[config.mk]
export PLATFORM = sky130hd
export DESIGN_NAME = rgb_to_hsv_convert_flat
export DESIGN_NICKNAME = d
export VERILOG_FILES = /design/src/rhc_pkg.sv /design/src/rhc_if.sv /design/src/rhc_front.sv /design/src/rhc_div.sv /design/src/rhc_out.sv /design/src/rgb_to_hsv_convert.sv /design/src/flat_wrapper.sv
export SDC_FILE = /design/constraint.sdc
export NUM_CORES = 2
export LEC_CHECK = 0
export BUFFER_PORTS_ARGS = -buffer_cell sky130_fd_sc_hd__buf_4
export CAP_MARGIN = 0
export CELL_PAD_IN_SITES_DETAIL_PLACEMENT = 1
export CELL_PAD_IN_SITES_GLOBAL_PLACEMENT = 2
export CORE_AREA = 5 5 434 436
export CTS_CLUSTER_SIZE = 8
export DETAILED_ROUTE_END_ITERATION = 10
export DIE_AREA = 0 0 439 441
export GPL_ROUTABILITY_DRIVEN = 0
export MAX_ROUTING_LAYER = met4
export PLACE_DENSITY_LB_ADDON = 0.12
export SYNTH_ARGS = -nofsm -noshare
export SYNTH_HDL_FRONTEND = slang
export SYNTH_SLANG_ARGS = --single-unit
[constraint.sdc]
create_clock -name clk_i -period 119.7 [get_ports clk_i]
set_input_delay 29.925 -clock clk_i [delete_from_list [all_inputs] [get_ports clk_i]]
set_output_delay 29.925 -clock clk_i [all_outputs]
set_load 0.005 [all_outputs]
[src/rhc_pkg.sv]
package rhc_pkg;

  localparam int unsigned ChanW = 8;
  localparam int unsigned FieldW = 15;
  localparam int unsigned NumW = 23;
  localparam int unsigned QuoW = 15;

  localparam int unsigned HueFullTurn = 23040;
  localparam int unsigned HueSectorSpan = 3840;
  localparam int unsigned HueGreenBase = 7680;
  localparam int unsigned HueBlueBase = 15360;
  localparam int unsigned PercentScale = 25600;
  localparam int unsigned PercentUnit = 100;

  typedef enum logic [1:0] {
    SecRed,
    SecGreen,
    SecBlue
  } sector_e;

  // One divider lane: running remainder, quotient bits so far, divisor.
  typedef struct packed {
    logic [NumW-1:0]  rem;
    logic [QuoW-1:0]  quo;
    logic [ChanW-1:0] divisor;
  } lane_t;

  typedef struct packed {
    sector_e           sector;
    logic              neg;
    logic              grey;
    logic              black;
    logic [FieldW-1:0] brightness;
  } side_t;

  typedef struct packed {
    lane_t hue;
    lane_t sat;
    side_t side;
  } work_t;

endpackage

[src/rhc_if.sv]
interface rhc_rgb_if;
  logic                      valid;
  logic                      ready;
  logic [rhc_pkg::ChanW-1:0] red;
  logic [rhc_pkg::ChanW-1:0] green;
  logic [rhc_pkg::ChanW-1:0] blue;

  modport source(output valid, output red, output green, output blue, input ready);
  modport sink(input valid, input red, input green, input blue, output ready);
endinterface

interface rhc_hsv_if;
  logic                       valid;
  logic                       ready;
  logic [rhc_pkg::FieldW-1:0] hue;
  logic [rhc_pkg::FieldW-1:0] saturation;
  logic [rhc_pkg::FieldW-1:0] brightness;

  modport source(output valid, output hue, output saturation, output brightness, input ready);
  modport sink(input valid, input hue, input saturation, input brightness, output ready);
endinterface

[src/rhc_front.sv]
module rhc_front (
  input  logic                      clk_i,
  input  logic                      rst_ni,
  input  logic                      en_i,
  input  logic                      valid_i,
  input  logic [rhc_pkg::ChanW-1:0] red_i,
  input  logic [rhc_pkg::ChanW-1:0] green_i,
  input  logic [rhc_pkg::ChanW-1:0] blue_i,
  output logic                      valid_o,
  output rhc_pkg::work_t            data_o
);

  localparam int unsigned SumW = rhc_pkg::FieldW + 1;

  typedef struct packed {
    rhc_pkg::sector_e          sector;
    logic [rhc_pkg::ChanW-1:0] top;
    logic [rhc_pkg::ChanW-1:0] span;
    logic [rhc_pkg::ChanW-1:0] mag;
    logic                      neg;
  } pre_t;

  pre_t           pre_d, pre_q;
  logic           pre_v_q;
  rhc_pkg::work_t work_d, work_q;
  logic           work_v_q;

  // Stage 1: max/min, sector pick, signed channel difference.
  always_comb begin
    logic [rhc_pkg::ChanW-1:0] low;
    logic [rhc_pkg::ChanW:0]   diff;
    pre_d.sector = rhc_pkg::SecRed;
    pre_d.top    = red_i;
    if (green_i > pre_d.top) begin
      pre_d.sector = rhc_pkg::SecGreen;
      pre_d.top    = green_i;
    end
    if (blue_i > pre_d.top) begin
      pre_d.sector = rhc_pkg::SecBlue;
      pre_d.top    = blue_i;
    end
    low = red_i;
    if (green_i < low) low = green_i;
    if (blue_i < low) low = blue_i;
    pre_d.span = pre_d.top - low;
    unique case (pre_d.sector)
      rhc_pkg::SecRed:   diff = {1'b0, green_i} - {1'b0, blue_i};
      rhc_pkg::SecGreen: diff = {1'b0, blue_i} - {1'b0, red_i};
      rhc_pkg::SecBlue:  diff = {1'b0, red_i} - {1'b0, green_i};
      default:           diff = '0;
    endcase
    pre_d.neg = diff[rhc_pkg::ChanW];
    pre_d.mag = pre_d.neg ? rhc_pkg::ChanW'(-diff) : diff[rhc_pkg::ChanW-1:0];
  end

  // Stage 2: numerators by constant scaling; brightness = y + floor(y / 255), y = 100 * max.
  always_comb begin
    logic [rhc_pkg::FieldW-1:0] scaled;
    logic [SumW-1:0]            corr;
    scaled = rhc_pkg::FieldW'(pre_q.top) * rhc_pkg::FieldW'(rhc_pkg::PercentUnit);
    corr   = ({1'b0, scaled} + SumW'(scaled >> rhc_pkg::ChanW) + SumW'(1)) >> rhc_pkg::ChanW;

    work_d.hue.rem     = rhc_pkg::NumW'(pre_q.mag) * rhc_pkg::NumW'(rhc_pkg::HueSectorSpan);
    work_d.hue.quo     = '0;
    work_d.hue.divisor = pre_q.span;
    work_d.sat.rem     = rhc_pkg::NumW'(pre_q.span) * rhc_pkg::NumW'(rhc_pkg::PercentScale);
    work_d.sat.quo     = '0;
    work_d.sat.divisor = pre_q.top;

    work_d.side.sector     = pre_q.sector;
    work_d.side.neg        = pre_q.neg;
    work_d.side.grey       = (pre_q.span == '0);
    work_d.side.black      = (pre_q.top == '0);
    work_d.side.brightness = scaled + rhc_pkg::FieldW'(corr);
  end

  always_ff @(posedge clk_i or negedge rst_ni) begin
    if (!rst_ni) begin
      pre_v_q  <= 1'b0;
      work_v_q <= 1'b0;
    end else if (en_i) begin
      pre_v_q  <= valid_i;
      work_v_q <= pre_v_q;
    end
  end

  always_ff @(posedge clk_i) begin
    if (en_i) begin
      pre_q  <= pre_d;
      work_q <= work_d;
    end
  end

  assign valid_o = work_v_q;
  assign data_o  = work_q;

endmodule

[src/rhc_div.sv]
module rhc_div (
  input  logic           clk_i,
  input  logic           rst_ni,
  input  logic           en_i,
  input  logic           valid_i,
  input  rhc_pkg::work_t data_i,
  output logic           valid_o,
  output rhc_pkg::work_t data_o
);

  localparam int unsigned Depth = rhc_pkg::QuoW;

  // Restoring step on one lane: try divisor shifted to quotient bit sh.
  function automatic rhc_pkg::lane_t lane_step(rhc_pkg::lane_t l, int unsigned sh);
    logic [rhc_pkg::NumW-1:0] dsh;
    rhc_pkg::lane_t           r;
    r   = l;
    dsh = rhc_pkg::NumW'(l.divisor) << sh;
    if (l.rem >= dsh) begin
      r.rem = l.rem - dsh;
      r.quo = l.quo | (rhc_pkg::QuoW'(1) << sh);
    end
    return r;
  endfunction

  rhc_pkg::work_t   st_q [Depth];
  logic [Depth-1:0] v_q;

  for (genvar k = 0; k < Depth; k++) begin : g_stage
    rhc_pkg::work_t cur;
    rhc_pkg::work_t nxt;
    logic           cur_v;

    if (k == 0) begin : g_head
      assign cur   = data_i;
      assign cur_v = valid_i;
    end else begin : g_body
      assign cur   = st_q[k-1];
      assign cur_v = v_q[k-1];
    end

    always_comb begin
      nxt     = cur;
      nxt.hue = lane_step(cur.hue, Depth - 1 - k);
      nxt.sat = lane_step(cur.sat, Depth - 1 - k);
    end

    always_ff @(posedge clk_i or negedge rst_ni) begin
      if (!rst_ni) begin
        v_q[k] <= 1'b0;
      end else if (en_i) begin
        v_q[k] <= cur_v;
      end
    end

    always_ff @(posedge clk_i) begin
      if (en_i) begin
        st_q[k] <= nxt;
      end
    end
  end

  assign valid_o = v_q[Depth-1];
  assign data_o  = st_q[Depth-1];

endmodule

[src/rhc_out.sv]
module rhc_out (
  input  logic           clk_i,
  input  logic           rst_ni,
  input  logic           valid_i,
  input  rhc_pkg::work_t data_i,
  output logic           en_o,
  rhc_hsv_if.source      hsv_o
);

  typedef struct packed {
    logic [rhc_pkg::FieldW-1:0] hue;
    logic [rhc_pkg::FieldW-1:0] saturation;
    logic [rhc_pkg::FieldW-1:0] brightness;
  } res_t;

  res_t res_d, out_q, skid_q;
  logic out_v_q, skid_v_q;

  // Negative offsets take the ceiling so base minus it equals the floor of the sum.
  always_comb begin
    logic [rhc_pkg::QuoW-1:0] ofs;
    ofs = data_i.hue.quo
        + rhc_pkg::QuoW'(data_i.side.neg && (data_i.hue.rem != '0));
    unique case (data_i.side.sector)
      rhc_pkg::SecRed:
        res_d.hue = data_i.side.neg ? rhc_pkg::FieldW'(rhc_pkg::HueFullTurn) - ofs : ofs;
      rhc_pkg::SecGreen:
        res_d.hue = data_i.side.neg ? rhc_pkg::FieldW'(rhc_pkg::HueGreenBase) - ofs
                                    : rhc_pkg::FieldW'(rhc_pkg::HueGreenBase) + ofs;
      rhc_pkg::SecBlue:
        res_d.hue = data_i.side.neg ? rhc_pkg::FieldW'(rhc_pkg::HueBlueBase) - ofs
                                    : rhc_pkg::FieldW'(rhc_pkg::HueBlueBase) + ofs;
      default:
        res_d.hue = '0;
    endcase
    if (data_i.side.grey) res_d.hue = '0;
    res_d.saturation = data_i.side.black ? '0 : data_i.sat.quo;
    res_d.brightness = data_i.side.brightness;
  end

  // Pipeline advances only while the skid slot is free.
  assign en_o = !skid_v_q;

  always_ff @(posedge clk_i or negedge rst_ni) begin
    if (!rst_ni) begin
      out_v_q  <= 1'b0;
      skid_v_q <= 1'b0;
    end else if (skid_v_q) begin
      if (hsv_o.ready) begin
        skid_v_q <= 1'b0;
      end
    end else if (!out_v_q || hsv_o.ready) begin
      out_v_q <= valid_i;
    end else if (valid_i) begin
      skid_v_q <= 1'b1;
    end
  end

  always_ff @(posedge clk_i) begin
    if (skid_v_q) begin
      if (hsv_o.ready) begin
        out_q <= skid_q;
      end
    end else if (!out_v_q || hsv_o.ready) begin
      out_q <= res_d;
    end else begin
      skid_q <= res_d;
    end
  end

  assign hsv_o.valid      = out_v_q;
  assign hsv_o.hue        = out_q.hue;
  assign hsv_o.saturation = out_q.saturation;
  assign hsv_o.brightness = out_q.brightness;

endmodule

[src/rgb_to_hsv_convert.sv]
// RGB to HSV pixel converter, fixed point hue/saturation/brightness.
// An accepted pixel beat passes the front stages, the divider and the output register on its way to hsv_o.
// Throughput: one beat per cycle while the output buffer is not full; the 15-stage restoring divider sets the depth.
// A two-entry output buffer takes one more beat while one result waits, then stalls the pipeline.
// Reset (rst_ni low, asynchronous) empties the pipeline and the output buffer.
module rgb_to_hsv_convert (
  input  logic       clk_i,
  input  logic       rst_ni,
  rhc_rgb_if.sink    pixel_i,
  rhc_hsv_if.source  hsv_o
);

  // Global advance: every front and divider register moves together when the skid
  // slot is empty, so a stall freezes the whole chain and nothing is dropped.
  logic           adv;
  logic           front_v;
  rhc_pkg::work_t front_data;
  logic           div_v;
  rhc_pkg::work_t div_data;

  assign pixel_i.ready = adv;

  // Two stages: channel ordering, then constant scaling of numerators.
  rhc_front u_front (
    .clk_i   (clk_i),
    .rst_ni  (rst_ni),
    .en_i    (adv),
    .valid_i (pixel_i.valid),
    .red_i   (pixel_i.red),
    .green_i (pixel_i.green),
    .blue_i  (pixel_i.blue),
    .valid_o (front_v),
    .data_o  (front_data)
  );

  // Fifteen stages, one quotient bit each, hue and saturation lanes side by side.
  rhc_div u_div (
    .clk_i   (clk_i),
    .rst_ni  (rst_ni),
    .en_i    (adv),
    .valid_i (front_v),
    .data_i  (front_data),
    .valid_o (div_v),
    .data_o  (div_data)
  );

  // Hue assembly from sector base and quotient, then output register plus skid.
  rhc_out u_out (
    .clk_i   (clk_i),
    .rst_ni  (rst_ni),
    .valid_i (div_v),
    .data_i  (div_data),
    .en_o    (adv),
    .hsv_o   (hsv_o)
  );

endmodule

[src/flat_wrapper.sv]
// flat-port wrapper written by rule: the top's interface ports become plain ports
module rgb_to_hsv_convert_flat 
  (clk_i, rst_ni, pixel_i_valid, pixel_i_red, pixel_i_green, pixel_i_blue, pixel_i_ready, hsv_o_valid, hsv_o_hue, hsv_o_saturation, hsv_o_brightness, hsv_o_ready);
  rhc_rgb_if pixel_i_i ();
  rhc_hsv_if hsv_o_i ();
  input  logic clk_i;
  input  logic rst_ni;
  input wire logic [$bits(pixel_i_i.valid)-1:0] pixel_i_valid;
  input wire logic [$bits(pixel_i_i.red)-1:0] pixel_i_red;
  input wire logic [$bits(pixel_i_i.green)-1:0] pixel_i_green;
  input wire logic [$bits(pixel_i_i.blue)-1:0] pixel_i_blue;
  output wire logic [$bits(pixel_i_i.ready)-1:0] pixel_i_ready;
  output wire logic [$bits(hsv_o_i.valid)-1:0] hsv_o_valid;
  output wire logic [$bits(hsv_o_i.hue)-1:0] hsv_o_hue;
  output wire logic [$bits(hsv_o_i.saturation)-1:0] hsv_o_saturation;
  output wire logic [$bits(hsv_o_i.brightness)-1:0] hsv_o_brightness;
  input wire logic [$bits(hsv_o_i.ready)-1:0] hsv_o_ready;
  assign pixel_i_i.valid = pixel_i_valid;
  assign pixel_i_i.red = pixel_i_red;
  assign pixel_i_i.green = pixel_i_green;
  assign pixel_i_i.blue = pixel_i_blue;
  assign pixel_i_ready = pixel_i_i.ready;
  assign hsv_o_valid = hsv_o_i.valid;
  assign hsv_o_hue = hsv_o_i.hue;
  assign hsv_o_saturation = hsv_o_i.saturation;
  assign hsv_o_brightness = hsv_o_i.brightness;
  assign hsv_o_i.ready = hsv_o_ready;
  rgb_to_hsv_convert u_core (.clk_i(clk_i), .rst_ni(rst_ni), .pixel_i(pixel_i_i), .hsv_o(hsv_o_i));
endmodule
==> run metrics <==
vias in the first global route 41044; initial antenna violation count 2; Syn Nets roughly 5600; GRT Total Usage 14.2%; vias per cell 4.82; Mapped Area between 0.06 and 0.07 mm²; outcome completed; cts repair resizes 0; Arr. time, crit path between 30 and 40 ns; CTS Sinks 1437; CP Class input port to register; Final setup viols 0; layout cells sized above 1 ~8%; drt first pass iters 5; clk_skew 0.0463 ns; worst-margin pin slew about 1.2 ns; routed via count roughly 38000; ys async rst share 1.32%; Hold Crit Class register to register; post-synthesis sequential area ratio 63.8%; Final #Nets about 5800; Die Span X 439 µm; hpwl dp 94800 µm; max_cap viols 0; Initial Util 36.6%; number of buffers created by CTS 199; DR WL/cell about 17 µm; Main synth FF type edfxtp_1; Max H-tree Level 4; DR DRC count 0; required time worst endpoint 120.24 ns; final hold vios 0; Final min period 35.15 ns; Ys Warns 0; Final Max Tran Viols 0; crit-path max FO 16; CTS Hold Bufs 0; Max Freq 0.0285 GHz; Detailed Route Iter0 Violations 1609; crit path launch type input port; Post-CTS Setup Inserts 0; die area about 0.19 mm²; syn avg cell area approximately 13 µm²; clock edge transition at the registers on the reported setup and hold paths about 0.050 ns; Post-Route Setup TNS 0 ns; Seq cells post-synth 1437; EDFF count, synth 1418; I/O Pins 75; post-synth cell types 86; crit end category register; Row Count roughly 160; Tcrit/Tclk final 29.4%; clock latency on the worst-skew pair about 0.83 ns; Longest Clk Path Bufs 3; largest net degree at the start of global routing 192; Slew headroom approximately a fifth; CTS tree done; Area Growth Syn to Fin 13.5%; gr ovfl total 0; Syn Inst Count 5106; global-route wire length before repair 216000 µm; Root Buffer clkbuf_16; Chip Height 441 µm; Post-Route WL 131000 µm; Antenna Nets Post-Route 0; core area 0.184 mm²; # port buffers 74; RSZ-0062 raised after global routing no
==> registers in the layout (all words and copies together) (netlist names), 14 cells and up <==
signal	flops
u_core.u_front.pre_q	27
u_core.u_div.st_q	1243
u_core.u_out.skid_q	45
u_core.u_div.g_stage.cur_v	14
u_core.u_out.hsv_o.saturation	15
u_core.u_out.hsv_o.hue	15
u_core.u_out.hsv_o.brightness	15
u_core.u_front.data_o	58
==> logic make-up after synthesis <==
logic type | share of synthesized area [%]
xor gates and xnor gates | 5.20
buffers and inverters | 3.20
AOI/OAI and AO/OA | 7.75
adders and majority gates | 8.76
DFF | 63.8
and+or+nand+nor | 9.77
muxes | 1.50
==> cell usage after synthesis (all sizes together), types with 11 or more instances <==
library cell	instances	area share (%)
edfxtp	1418	63
inv	485	2.7
ha	387	7.2
nand2	358	2.0
nor2	336	1.9
o21ai	269	2.0
xnor2	223	2.9
a21oi	207	1.5
xor2	175	2.3
nor3	109	0.81
nor2b	94	0.87
mux2	71	1.2
o31ai	71	0.79
nor4	67	0.64
a21o	65	0.72
nand2b	65	0.60
clkbuf	64	0.36
a21boi	61	0.68
nand3	59	0.46
fa	53	1.6
or3	47	0.45
nand4	44	0.41
o21a	35	0.39
a211oi	24	0.27
nand3b	24	0.27
and2	21	0.20
mux2i	20	0.30
dfrtp	19	0.70
o21bai	19	0.21
or4	19	0.22
or2	18	0.17
buf	17	0.15
a31oi	14	0.13
o211ai	14	0.16
nand4b	13	0.17
and4	11	0.15
==> critical path, cell delays in order <==
cell	delay [ns]
buf_4	0.11
inv_1	0.06
ha_1	0.37
and3_1	0.26
a221o_1	0.32
a31oi_2	0.48
or2_2	0.37
a21oi_1	0.14
ha_1	0.31
a21oi_1	0.07
nor2b_1	0.11
o21ai_0	0.09
nand2b_1	0.13
nor3_1	0.07
a21oi_1	0.93
nor2_1	0.07
a21oi_1	0.26
inv_1	0.08
ha_1	0.26
nor2b_1	0.12
o21ai_0	0.18
nand2b_1	0.11
a21o_1	0.20
a21o_1	0.20
a21o_1	0.18
a21oi_1	0.18
xor2_1	0.09
==> per-layer routing <==
metal / global-route usage, % / wire length, µm / share of wire (%) / vias up
li1: - / - / - / 18938
met5: - / 0 / 0 / -
met3: 2.42 / 3860 / 3.0 / 226
met4: 4.66 / 3610 / 2.8 / 0
met2: 25.1 / 67300 / 51 / 356
met1: 16.4 / 56100 / 43 / 18317
==> layout make-up <==
type                    instances  area [µm²]
well taps                    2480        3100
flip-flops and latches       1437       43100
clock buffers                 219        5080
clock inverters                18         405
fillers                     19090      108000
multi-input cells            3103       22300
diodes                          1        2.50
inverters                     485        1830
repair buffers                108         836
==> final timing paths <==
| kind | from | endpoint | slack, ns | cells after the start |
|---|---|---|---|---|
| max | pixel_i_green[5] | u_core.u_front.pre_q[16] | 84.55 | 27 |
| min | u_core.u_div.st_q[1][479] | u_core.u_div.st_q[1][591] | 0.39 | 0 |
| max reg2reg | u_core.u_front.pre_q[19] | u_core.u_front.data_o[14] | 113.00 | 26 |
| min reg2reg | u_core.u_div.st_q[1][479] | u_core.u_div.st_q[1][591] | 0.39 | 0 |
| max in group asynchronous | rst_ni | u_core.u_out.skid_v_q | 90.49 | 1 |
| min in group asynchronous | rst_ni | u_core.u_front.pre_v_q | 28.98 | 1 |
==> placed cells by master, fill, tap and decap left out, types with 20 or more instances in the layout <==
cell type / n
or3_1: 44
nor4_1: 65
a21o_1: 65
o21a_1: 35
nand4_1: 44
xnor2_1: 223
fa_1: 53
o31ai_1: 70
nor3_1: 108
nand3b_1: 24
nand2_1: 358
nor2_1: 336
nand3_1: 58
mux2i_1: 20
nor2b_1: 94
a21oi_1: 207
mux2_2: 68
ha_1: 387
o21ai_0: 267
buf_4: 106
nand2b_1: 65
a211oi_1: 24
inv_1: 484
xor2_1: 175
edfxtp_1: 1418
clkbuf_16: 200
a21boi_0: 61
==> through the flow <==
step           setup slack, ns  utilization (%)  cell area (µm²)  hold WS [ns]  cells
3_3_place_gp             83.74             38.6            71100         0.400   7613
5_1_grt                  84.02             41.6            76600         0.397   7851
3_5_place_dp             83.67             38.6            71100         0.405   7613
2_1_floorplan            53.11                -            67500         0.400   5106
6_report                 84.55             41.6            76600         0.390   7851
4_1_cts                  84.55             41.6            76600         0.389   7850
Power is not shown: default switching activity piles up to over one toggle a cycle in this logic, so the estimate is an artifact.
